<file path="src/design/pps_pkg.sv">
`default_nettype none
// ----------------------------------------------------------------------------
// pps_pkg
// Shared types and constants of the priority power sequencer.
// ----------------------------------------------------------------------------
package pps_pkg;

  localparam int NUM_ENABLES_DEF = 16;
  localparam int NUM_GOODS_DEF   = 14;

  localparam int ENABLE_W  = 16;
  localparam int GOOD_W    = 14;
  localparam int LEVEL_W   = 3;
  localparam int INDEX_W   = 4;
  localparam int SETTLE_W  = 32;
  localparam int CFG_W     = 48;
  localparam int CFG_ADDR_W = 2;
  localparam int IN_DATA_W  = 16;
  localparam int OUT_DATA_W = 32;

  localparam logic [LEVEL_W-1:0]  NUM_LEVELS_RST = 3'd6;
  localparam logic [SETTLE_W-1:0] SETTLE_RST     = 32'd60000000;

  localparam logic [1:0] FUNC_TICK  = 2'd0;
  localparam logic [1:0] FUNC_START = 2'd1;
  localparam logic [1:0] FUNC_CHECK = 2'd2;

  localparam logic [CFG_ADDR_W-1:0] REG_EN_PRIO    = 2'd0;
  localparam logic [CFG_ADDR_W-1:0] REG_PG_PRIO    = 2'd1;
  localparam logic [CFG_ADDR_W-1:0] REG_NUM_LEVELS = 2'd2;
  localparam logic [CFG_ADDR_W-1:0] REG_SETTLE     = 2'd3;

  typedef struct packed {
    logic                low;
    logic [LEVEL_W-1:0]  level;
  } good_lane_t;

  typedef struct packed {
    logic                seq_bad;
    logic [INDEX_W-1:0]  seq_idx;
    logic                chk_bad;
    logic [LEVEL_W-1:0]  chk_level;
    logic [INDEX_W-1:0]  chk_idx;
  } merge_t;

  // first field in the highest bits
  typedef struct packed {
    logic [INDEX_W-1:0]  fail_index;
    logic [LEVEL_W-1:0]  fail_level;
    logic                success;
    logic                done_res;
    logic                busy_res;
    logic [ENABLE_W-1:0] enable_lines;
  } result_t;

endpackage
`default_nettype wire

</file>
<file path="src/design/priority_power_sequencer_unit.sv">
`default_nettype none
// A word's result is registered in the output register, or in the skid while
// output stalls. One word is taken per cycle while the skid is empty. A
// two-entry output stage (register plus skid) lets input take one more word
// while a result waits. Reset (rst_n low, synchronous) turns all enables
// off, idles the sequencer, restores register defaults and empties the output.
// ----------------------------------------------------------------------------
// priority_power_sequencer_unit
// Level-by-level supply power-up with settle timer and power-good checks.
// ----------------------------------------------------------------------------
module priority_power_sequencer_unit
  import pps_pkg::*;
#(
  parameter int NUM_ENABLES = NUM_ENABLES_DEF,
  parameter int NUM_GOODS   = NUM_GOODS_DEF
) (
  input  wire logic                  clk,
  input  wire logic                  rst_n,
  input  wire logic                  in_tvalid,
  output logic                       in_tready,
  // [1:0] func, [15:2] power_good
  input  wire logic [IN_DATA_W-1:0]  in_tdata,
  output logic                       out_tvalid,
  input  wire logic                  out_tready,
  // [15:0] enable_lines, [16] busy_res, [17] done_res, [18] success,
  // [21:19] fail_level, [25:22] fail_index, [31:26] zero
  output logic [OUT_DATA_W-1:0]      out_tdata,
  input  wire logic                  cfg_we,
  input  wire logic [CFG_ADDR_W-1:0] cfg_addr,
  input  wire logic [CFG_W-1:0]      cfg_wdata
);

  logic [3*NUM_ENABLES-1:0] en_prio_r;
  logic [3*NUM_GOODS-1:0]   pg_prio_r;
  logic [LEVEL_W-1:0]       num_levels_r;
  logic [SETTLE_W-1:0]      settle_r;

  logic [NUM_ENABLES-1:0]   en_r, en_nxt;
  logic [LEVEL_W-1:0]       level_r, level_nxt;
  logic [SETTLE_W-1:0]      wait_r, wait_nxt;
  logic                     busy_r, busy_nxt;
  logic                     success_r, success_nxt;
  logic [LEVEL_W-1:0]       fail_level_r, fail_level_nxt;
  logic [INDEX_W-1:0]       fail_index_r, fail_index_nxt;
  logic                     done;

  logic [1:0]               func;
  logic [NUM_GOODS-1:0]     pg;
  logic                     accept;

  logic [LEVEL_W-1:0]       set_level, clr_level;
  logic                     do_set, do_clr;
  logic [NUM_ENABLES-1:0]   set_mask, clr_mask;
  good_lane_t               lanes [NUM_GOODS];
  merge_t                   mrg;

  result_t                  res_new;
  result_t                  main_r, skid_r;
  logic                     main_valid_r, skid_valid_r;

  assign func   = in_tdata[1:0];
  assign pg     = in_tdata[2 +: NUM_GOODS];
  assign accept = in_tvalid && in_tready;

  // configuration
  always_ff @(posedge clk) begin
    if (!rst_n) begin
      en_prio_r    <= '0;
      pg_prio_r    <= '0;
      num_levels_r <= NUM_LEVELS_RST;
      settle_r     <= SETTLE_RST;
    end else if (cfg_we) begin
      unique case (cfg_addr)
        REG_EN_PRIO:    en_prio_r    <= cfg_wdata[3*NUM_ENABLES-1:0];
        REG_PG_PRIO:    pg_prio_r    <= cfg_wdata[3*NUM_GOODS-1:0];
        REG_NUM_LEVELS: num_levels_r <= cfg_wdata[LEVEL_W-1:0];
        REG_SETTLE:     settle_r     <= cfg_wdata[SETTLE_W-1:0];
        default: ;
      endcase
    end
  end

  // lanes
  for (genvar g = 0; g < NUM_GOODS; g++) begin : g_good
    pps_good_lane u_lane (
      .level (pg_prio_r[3*g +: 3]),
      .pg    (pg[g]),
      .lane  (lanes[g])
    );
  end

  for (genvar e = 0; e < NUM_ENABLES; e++) begin : g_en
    pps_enable_lane u_lane (
      .level     (en_prio_r[3*e +: 3]),
      .set_level (set_level),
      .clr_level (clr_level),
      .set_hit   (set_mask[e]),
      .clr_hit   (clr_mask[e])
    );
  end

  pps_merge #(
    .NUM_GOODS (NUM_GOODS)
  ) u_merge (
    .lanes      (lanes),
    .cur_level  (level_r),
    .num_levels (num_levels_r),
    .res        (mrg)
  );

  // sequencer next state
  always_comb begin
    level_nxt      = level_r;
    wait_nxt       = wait_r;
    busy_nxt       = busy_r;
    success_nxt    = success_r;
    fail_level_nxt = fail_level_r;
    fail_index_nxt = fail_index_r;
    done           = 1'b0;
    do_set         = 1'b0;
    do_clr         = 1'b0;
    set_level      = LEVEL_W'(1);
    clr_level      = mrg.chk_level;

    if (busy_r) begin
      clr_level = level_r;
      set_level = level_r + LEVEL_W'(1);
      if (wait_r > SETTLE_W'(1)) begin
        wait_nxt = wait_r - SETTLE_W'(1);
      end else if (mrg.seq_bad) begin
        do_clr         = 1'b1;
        success_nxt    = 1'b0;
        fail_level_nxt = level_r;
        fail_index_nxt = mrg.seq_idx;
        busy_nxt       = 1'b0;
        done           = 1'b1;
      end else if (level_r >= num_levels_r) begin
        success_nxt    = 1'b1;
        fail_level_nxt = '0;
        fail_index_nxt = '0;
        busy_nxt       = 1'b0;
        done           = 1'b1;
      end else begin
        level_nxt = level_r + LEVEL_W'(1);
        do_set    = 1'b1;
        wait_nxt  = settle_r;
      end
    end else if (func == FUNC_START) begin
      level_nxt = LEVEL_W'(1);
      do_set    = 1'b1;
      wait_nxt  = settle_r;
      busy_nxt  = 1'b1;
    end else if (func == FUNC_CHECK) begin
      done = 1'b1;
      if (mrg.chk_bad) begin
        do_clr         = 1'b1;
        success_nxt    = 1'b0;
        fail_level_nxt = mrg.chk_level;
        fail_index_nxt = mrg.chk_idx;
      end else begin
        success_nxt    = 1'b1;
        fail_level_nxt = '0;
        fail_index_nxt = '0;
      end
    end

    en_nxt = (en_r | (do_set ? set_mask : '0)) & ~(do_clr ? clr_mask : '0);
  end

  always_ff @(posedge clk) begin
    if (!rst_n) begin
      en_r         <= '0;
      level_r      <= '0;
      wait_r       <= '0;
      busy_r       <= 1'b0;
      success_r    <= 1'b0;
      fail_level_r <= '0;
      fail_index_r <= '0;
    end else if (accept) begin
      en_r         <= en_nxt;
      level_r      <= level_nxt;
      wait_r       <= wait_nxt;
      busy_r       <= busy_nxt;
      success_r    <= success_nxt;
      fail_level_r <= fail_level_nxt;
      fail_index_r <= fail_index_nxt;
    end
  end

  always_comb begin
    res_new.enable_lines = ENABLE_W'(en_nxt);
    res_new.busy_res     = busy_nxt;
    res_new.done_res     = done;
    res_new.success      = success_nxt;
    res_new.fail_level   = fail_level_nxt;
    res_new.fail_index   = fail_index_nxt;
  end

  // output register with skid
  assign in_tready  = !skid_valid_r;
  assign out_tvalid = main_valid_r;
  assign out_tdata  = OUT_DATA_W'(main_r);

  always_ff @(posedge clk) begin
    if (!rst_n) begin
      main_valid_r <= 1'b0;
      skid_valid_r <= 1'b0;
    end else if (out_tready || !main_valid_r) begin
      if (skid_valid_r) begin
        main_valid_r <= 1'b1;
        skid_valid_r <= 1'b0;
      end else begin
        main_valid_r <= accept;
      end
    end else if (accept) begin
      skid_valid_r <= 1'b1;
    end
  end

  always_ff @(posedge clk) begin
    if (out_tready || !main_valid_r) begin
      if (skid_valid_r) begin
        main_r <= skid_r;
      end else if (accept) begin
        main_r <= res_new;
      end
    end else if (accept) begin
      skid_r <= res_new;
    end
  end

endmodule
`default_nettype wire

</file>
<file path="src/design/pps_good_lane.sv">
`default_nettype none
// ----------------------------------------------------------------------------
// pps_good_lane
// One power-good input: flags a low, checked supply and passes its level.
// ----------------------------------------------------------------------------
module pps_good_lane
  import pps_pkg::*;
(
  input  wire logic [LEVEL_W-1:0] level,
  input  wire logic               pg,
  output good_lane_t              lane
);

  always_comb begin
    lane.low   = !pg && (level != '0);
    lane.level = level;
  end

endmodule
`default_nettype wire

</file>
<file path="src/design/pps_enable_lane.sv">
`default_nettype none
// ----------------------------------------------------------------------------
// pps_enable_lane
// One supply enable: matches its level against the level being turned on
// and the level from which enables are shut down.
// ----------------------------------------------------------------------------
module pps_enable_lane
  import pps_pkg::*;
(
  input  wire logic [LEVEL_W-1:0] level,
  input  wire logic [LEVEL_W-1:0] set_level,
  input  wire logic [LEVEL_W-1:0] clr_level,
  output logic                    set_hit,
  output logic                    clr_hit
);

  assign set_hit = (level == set_level);
  assign clr_hit = (level >= clr_level);

endmodule
`default_nettype wire

</file>
<file path="src/design/pps_merge.sv">
`default_nettype none
// ----------------------------------------------------------------------------
// pps_merge
// Combines the good lanes: first failing index at or below the running level, and
// lowest failing level plus its first index for a check.
// ----------------------------------------------------------------------------
module pps_merge
  import pps_pkg::*;
#(
  parameter int NUM_GOODS = NUM_GOODS_DEF
) (
  input  wire good_lane_t           lanes [NUM_GOODS],
  input  wire logic [LEVEL_W-1:0]   cur_level,
  input  wire logic [LEVEL_W-1:0]   num_levels,
  output merge_t                    res
);

  logic [7:1] lvl_hit;

  always_comb begin
    lvl_hit = '0;
    for (int i = 0; i < NUM_GOODS; i++) begin
      for (int l = 1; l <= 7; l++) begin
        if (lanes[i].low && (lanes[i].level == LEVEL_W'(l))) begin
          lvl_hit[l] = 1'b1;
        end
      end
    end

    res = '0;
    for (int l = 7; l >= 1; l--) begin
      if (lvl_hit[l] && (LEVEL_W'(l) <= num_levels)) begin
        res.chk_bad   = 1'b1;
        res.chk_level = LEVEL_W'(l);
      end
    end

    for (int i = NUM_GOODS - 1; i >= 0; i--) begin
      if (lanes[i].low && (lanes[i].level == res.chk_level)) begin
        res.chk_idx = INDEX_W'(i);
      end
      if (lanes[i].low && (lanes[i].level <= cur_level)) begin
        res.seq_bad = 1'b1;
        res.seq_idx = INDEX_W'(i);
      end
    end
  end

endmodule
`default_nettype wire

</file>
<file path="config.mk">
export PLATFORM = sky130hd
export DESIGN_NAME = priority_power_sequencer_unit
export DESIGN_NICKNAME = d
export VERILOG_FILES = /design/src/design/pps_pkg.sv /design/src/design/priority_power_sequencer_unit.sv /design/src/design/pps_good_lane.sv /design/src/design/pps_enable_lane.sv /design/src/design/pps_merge.sv
export SDC_FILE = /design/constraint.sdc
export NUM_CORES = 1
export LEC_CHECK = 0
export BUFFER_PORTS_ARGS = -buffer_cell sky130_fd_sc_hd__clkbuf_2
export CAP_MARGIN = 30
export CORE_UTILIZATION = 47
export CTS_CLUSTER_SIZE = 20
export DETAILED_ROUTE_END_ITERATION = 10
export GPL_TIMING_DRIVEN = 0
export PLACE_DENSITY = 0.64
export SYNTH_ARGS = -nofsm -noshare
export SYNTH_HDL_FRONTEND = slang
export SYNTH_SLANG_ARGS = --single-unit
</file>
<file path="constraint.sdc">
create_clock -name clk -period 14.32 [get_ports clk]
set_clock_uncertainty 0.05 [all_clocks]
set_input_delay 2.148 -clock clk [delete_from_list [all_inputs] [get_ports clk]]
set_output_delay 2.148 -clock clk [all_outputs]
set_load 0.005 [all_outputs]
</file>
==> Flow_metrics.wiki <==
{| class="wikitable"
! Metric !! Value
|-
| Clock tree root driver cell || clkbuf_16
|-
| Share of the synthesized area in compound gates (AO/OA/AOI/OAI) || 19.1%
|-
| Number of antenna violations at the first check in global routing || 0
|-
| Area fraction of the dominant cell type after synthesis || 25.8%
|-
| Crit Path Class || primary input to register
|-
| Switching power total || 0.553 mW
|-
| Count of buffers from port buffering || 95
|-
| Final-report max-slew violation count || 0
|-
| Maximum fanout along the worst path || 10
|-
| Post-layout utilization of the core || 55.1%
|-
| Clock Sink Count || 239
|-
| Leakage power || 6.29 nW
|-
| Setup repair after global routing missed its margin || no
|-
| Shortest clock period the worst path allows after layout || 6.28 ns
|-
| First-pass iteration count of the detailed router || 5
|-
| Cts-stage hold buffer count || 0
|-
| Total area of multi-input combinational cells || 8430 um^2
|-
| Site row count || 63
|-
| Sequential power share || 40.4%
|-
| Die area || 31,600 um^2
|-
| Gp weighted congestion || 0.982
|-
| Number of warnings issued by yosys || 0
|-
| Peak supply drop || 91.6 uV
|-
| Max-slew headroom || 38.1%
|-
| Multiplexer fraction of the synthesized cell area || 2.58%
|-
| Arr. time, crit path || 6.67 ns
|-
| Post-DP HPWL || 37,400 um
|-
| Destination of the critical timing path || out_tdata[2]
|-
| Max-cap viol count || 0
|-
| Detailed-route wire length per cell || 21.2 um
|-
| Via density || 5.96
|-
| Maximum number of pins on one net before global-route repair || 18
|-
| Gr ovfl total || 0
|-
| Vias after detailed routing || 13,871
|-
| Post-CTS setup buffers || 0
|-
| Largest family of logic cells by synthesized area || simple AND/OR/NAND/NOR gates
|-
| Die outline height || 178 um
|-
| H-tree depth reported by CTS || 1
|-
| Run status || finished clean
|-
| Placed standard-cell area || 15,600 um^2
|-
| Post-cts resize count || 0
|-
| Sw frac || 30.3%
|-
| Async set or reset register ratio after synthesis || 0%
|-
| Most common cell in the synthesized netlist || nand2_1
|-
| Endpoint kind of the worst setup timing path || register
|-
| Xor and xnor area share after synthesis || 3.68%
|-
| Final hold violations || 0
|-
| Via count of the first global-routing pass || 13,161
|-
| Global-route wire length before repair || 75,400 um
|-
| Cells after Synth || 1,778
|-
| Core footprint || 30,000 um^2
|-
| P&R area growth vs syn || 14.0%
|-
| Simple-gate area share of the yosys netlist || 24.2%
|-
| Critical path launch point type || primary input
|-
| Reg-to-reg setup timing slack || 9.16 ns
|-
| Main flop type after synthesis || dfxtp_1
|-
| Die Width || 178 um
|-
| Final clock period utilization by the worst path || 43.8%
|-
| Origin of the worst setup path || in_tdata[15]
|-
| Fraction of power consumed by combinational cells || 20.6%
|-
| Count of unique library cells instantiated by Yosys || 90
|-
| Starting density of the core || 48.3%
|-
| Leading post-synthesis cells by instance count || 355 x nand2_1, 196 x a21oi_1, 187 x dfxtp_1
|-
| Power density cells || 110 nW/um^2
|-
| Worst Tran Pin Value || 0.929 ns
|-
| Number of flops mapped to enable cells by yosys || 52
|-
| Area of the mapped netlist || 14,500 um^2
|-
| Number of DRC violations after detailed-routing iteration 0 || 1,232
|-
| F_max || 159 MHz
|-
| Number of buffers between clock root and the deepest sink || 3
|-
| Worst Hold Class || register to register
|-
| Clock Power Share || 39.0%
|-
| Antenna Diode Count || 0
|-
| Post-Layout Inst Area || 16,500 um^2
|-
| Clock latency reported for the late side of the worst-skew pair || 0.57 ns
|-
| Wirelength, routed || 49,300 um
|-
| FF/Latch Area || 5310 um^2
|-
| Number of remaining DRC errors || 0
|-
| Cell types occupying the most area after synthesis || dfxtp_1 26%, edfxtp_1 11%, nand2_1 9.2%
|-
| Clock tree from TritonCTS || built
|-
| Data required, critical path || 14.71 ns
|-
| TritonCTS buffer count || 28
|-
| Antenna violation net count after detailed routing || 0
|-
| Clock input transition at the sequential cells of the worst setup and hold paths || 0.06 ns
|-
| Number of flip-flops and latches in the synthesized netlist || 239
|-
| Final Setup Violations || 0
|-
| Cell-internal power || 1.27 mW
|-
| Power after layout || 1.83 mW
|-
| R2R Path Start || pg_prio_r[40]
|-
| Post-synth top area cell || dfxtp_1
|-
| Path depth of the worst reg2reg path || 16
|-
| Post-synthesis share of cell area spent on full adders, half adders and majority gates || 8.28%
|-
| Sequential fraction of the synthesis area || 36.6%
|-
| Layout filler cell count || 2,875
|-
| Setup TNS || 0 ns
|-
| I/O pin count || 105
|-
| Final layout net count || 2,081
|-
| Total GRT Usage || 31.2%
|-
| Mean post-synth cell area || 8.16 um^2
|-
| Reg2Reg Capture Point || out_tdata[2]
|-
| Share of post-route cells with drive strength above 1 || 12.8%
|}
==> worst min path at each step <==
stage                     cells after the start          from            to
after floorplan                               2  settle_r[14]  settle_r[14]
after global placement                        2  settle_r[19]  settle_r[19]
after detailed placement                      2  settle_r[18]  settle_r[18]
after CTS                                     2  settle_r[18]  settle_r[18]
after global routing                          2  settle_r[12]  settle_r[12]
final                                         2  settle_r[19]  settle_r[19]
==> power by group through the flow <==
| stage | registers (mW) | clock network [mW] | logic [mW] |
|---|---|---|---|
| after global placement | 0.752 | 0 | 0.351 |
| after detailed placement | 0.753 | 0 | 0.366 |
| after floorplan | 0.748 | 0 | 0.242 |
| final | 0.738 | 0.713 | 0.376 |
| after CTS | 0.739 | 0.719 | 0.368 |
| after global routing | 0.741 | 0.747 | 0.410 |
==> per-layer routing <==
metal	share of wire, %	up-vias	routed length (um)	global-route usage (%)
met1	44	6593	21700	42.8
met4	3.6	0	1780	11.9
met3	7.3	93	3600	3.26
li1	-	6584	-	-
met2	45	601	22200	50.2
met5	0	-	0	0
==> layout by cell type, fill, tap and decap left out, types with 8 or more instances in the layout <==
cell / netlist / final
a32oi_1: 14 / 14
a21o_1: 43 / 43
nor4b_1: 26 / 26
mux2_2: 26 / 26
a21oi_1: 196 / 195
nand2b_1: 21 / 21
a211oi_1: 9 / 9
or4_1: 9 / 9
nand4b_1: 12 / 12
dfxtp_1: 187 / 187
buf_2: 29 / 29
a31oi_1: 9 / 9
nand3_1: 34 / 34
nor4bb_1: 23 / 23
xor2_1: 35 / 35
edfxtp_1: 52 / 52
a311oi_1: 9 / 9
inv_1: 60 / 60
or2_2: 10 / 10
nor4_1: 12 / 12
clkbuf_1: 84 / 93
clkbuf_2: 1 / 96
buf_4: 8 / 8
clkbuf_16: 0 / 28
xnor2_1: 26 / 26
nor2_1: 107 / 106
nor2b_1: 20 / 20
nand2_1: 355 / 355
a22oi_1: 10 / 10
nor3_1: 45 / 45
a41oi_1: 16 / 16
ha_1: 96 / 96
o21ai_0: 68 / 67
==> flip-flops by register name, indices dropped and copies added (netlist names) <==
name	cells
skid_valid_r	1
busy_r	1
skid_r	26
level_r	3
pg_prio_r	42
out_tdata	26
en_prio_r	48
out_tvalid	1
num_levels_r	3
settle_r	32
fail_index_r	4
success_r	1
wait_r	32
fail_level_r	3
en_r	16
==> worst max-delay path: stages <==
cell	delay [ns]
clkbuf_2	0.24
nor4b_1	0.10
nor4_1	0.65
nand3_1	0.27
or4_1	0.49
a221oi_2	0.42
nor3_4	0.14
buf_4	0.23
o21ai_2	0.49
buf_6	0.24
ha_1	0.24
nand2b_1	0.14
a21o_1	0.17
a21o_1	0.18
a21oi_1	0.29
mux2_2	0.21
==> cell type report <==
| cell class | count | share of cell area, % |
|---|---|---|
| repair buffers | 101 | 3.58 |
| clock inverters | 12 | 0.825 |
| clock buffers | 40 | 4.69 |
| multi-input cells | 1353 | 51.0 |
| well taps | 390 | 2.95 |
| inverters | 61 | 1.38 |
| plain buffers | 130 | 3.50 |
| flip-flops and latches | 239 | 32.1 |
==> kinds of logic after synthesis <==
group / count (synthesis)
other: 1
xor gates and xnor gates: 61
AOI/OAI and AO/OA: 437
adders and majority gates: 96
and+or+nand+nor: 719
buffers and inverters: 191
DFF: 239
muxes: 34
==> stage by stage <==
stage                     instances  setup WS, ns  hold WS (ns)
after floorplan                1783          8.05         0.383
after global placement         2268          6.10         0.393
after detailed placement       2273          7.65         0.396
after CTS                      2325          8.24         0.404
after global routing           2326          8.01         0.419
final                          2326          8.04         0.404
Power figures use the tool's default switching activity.
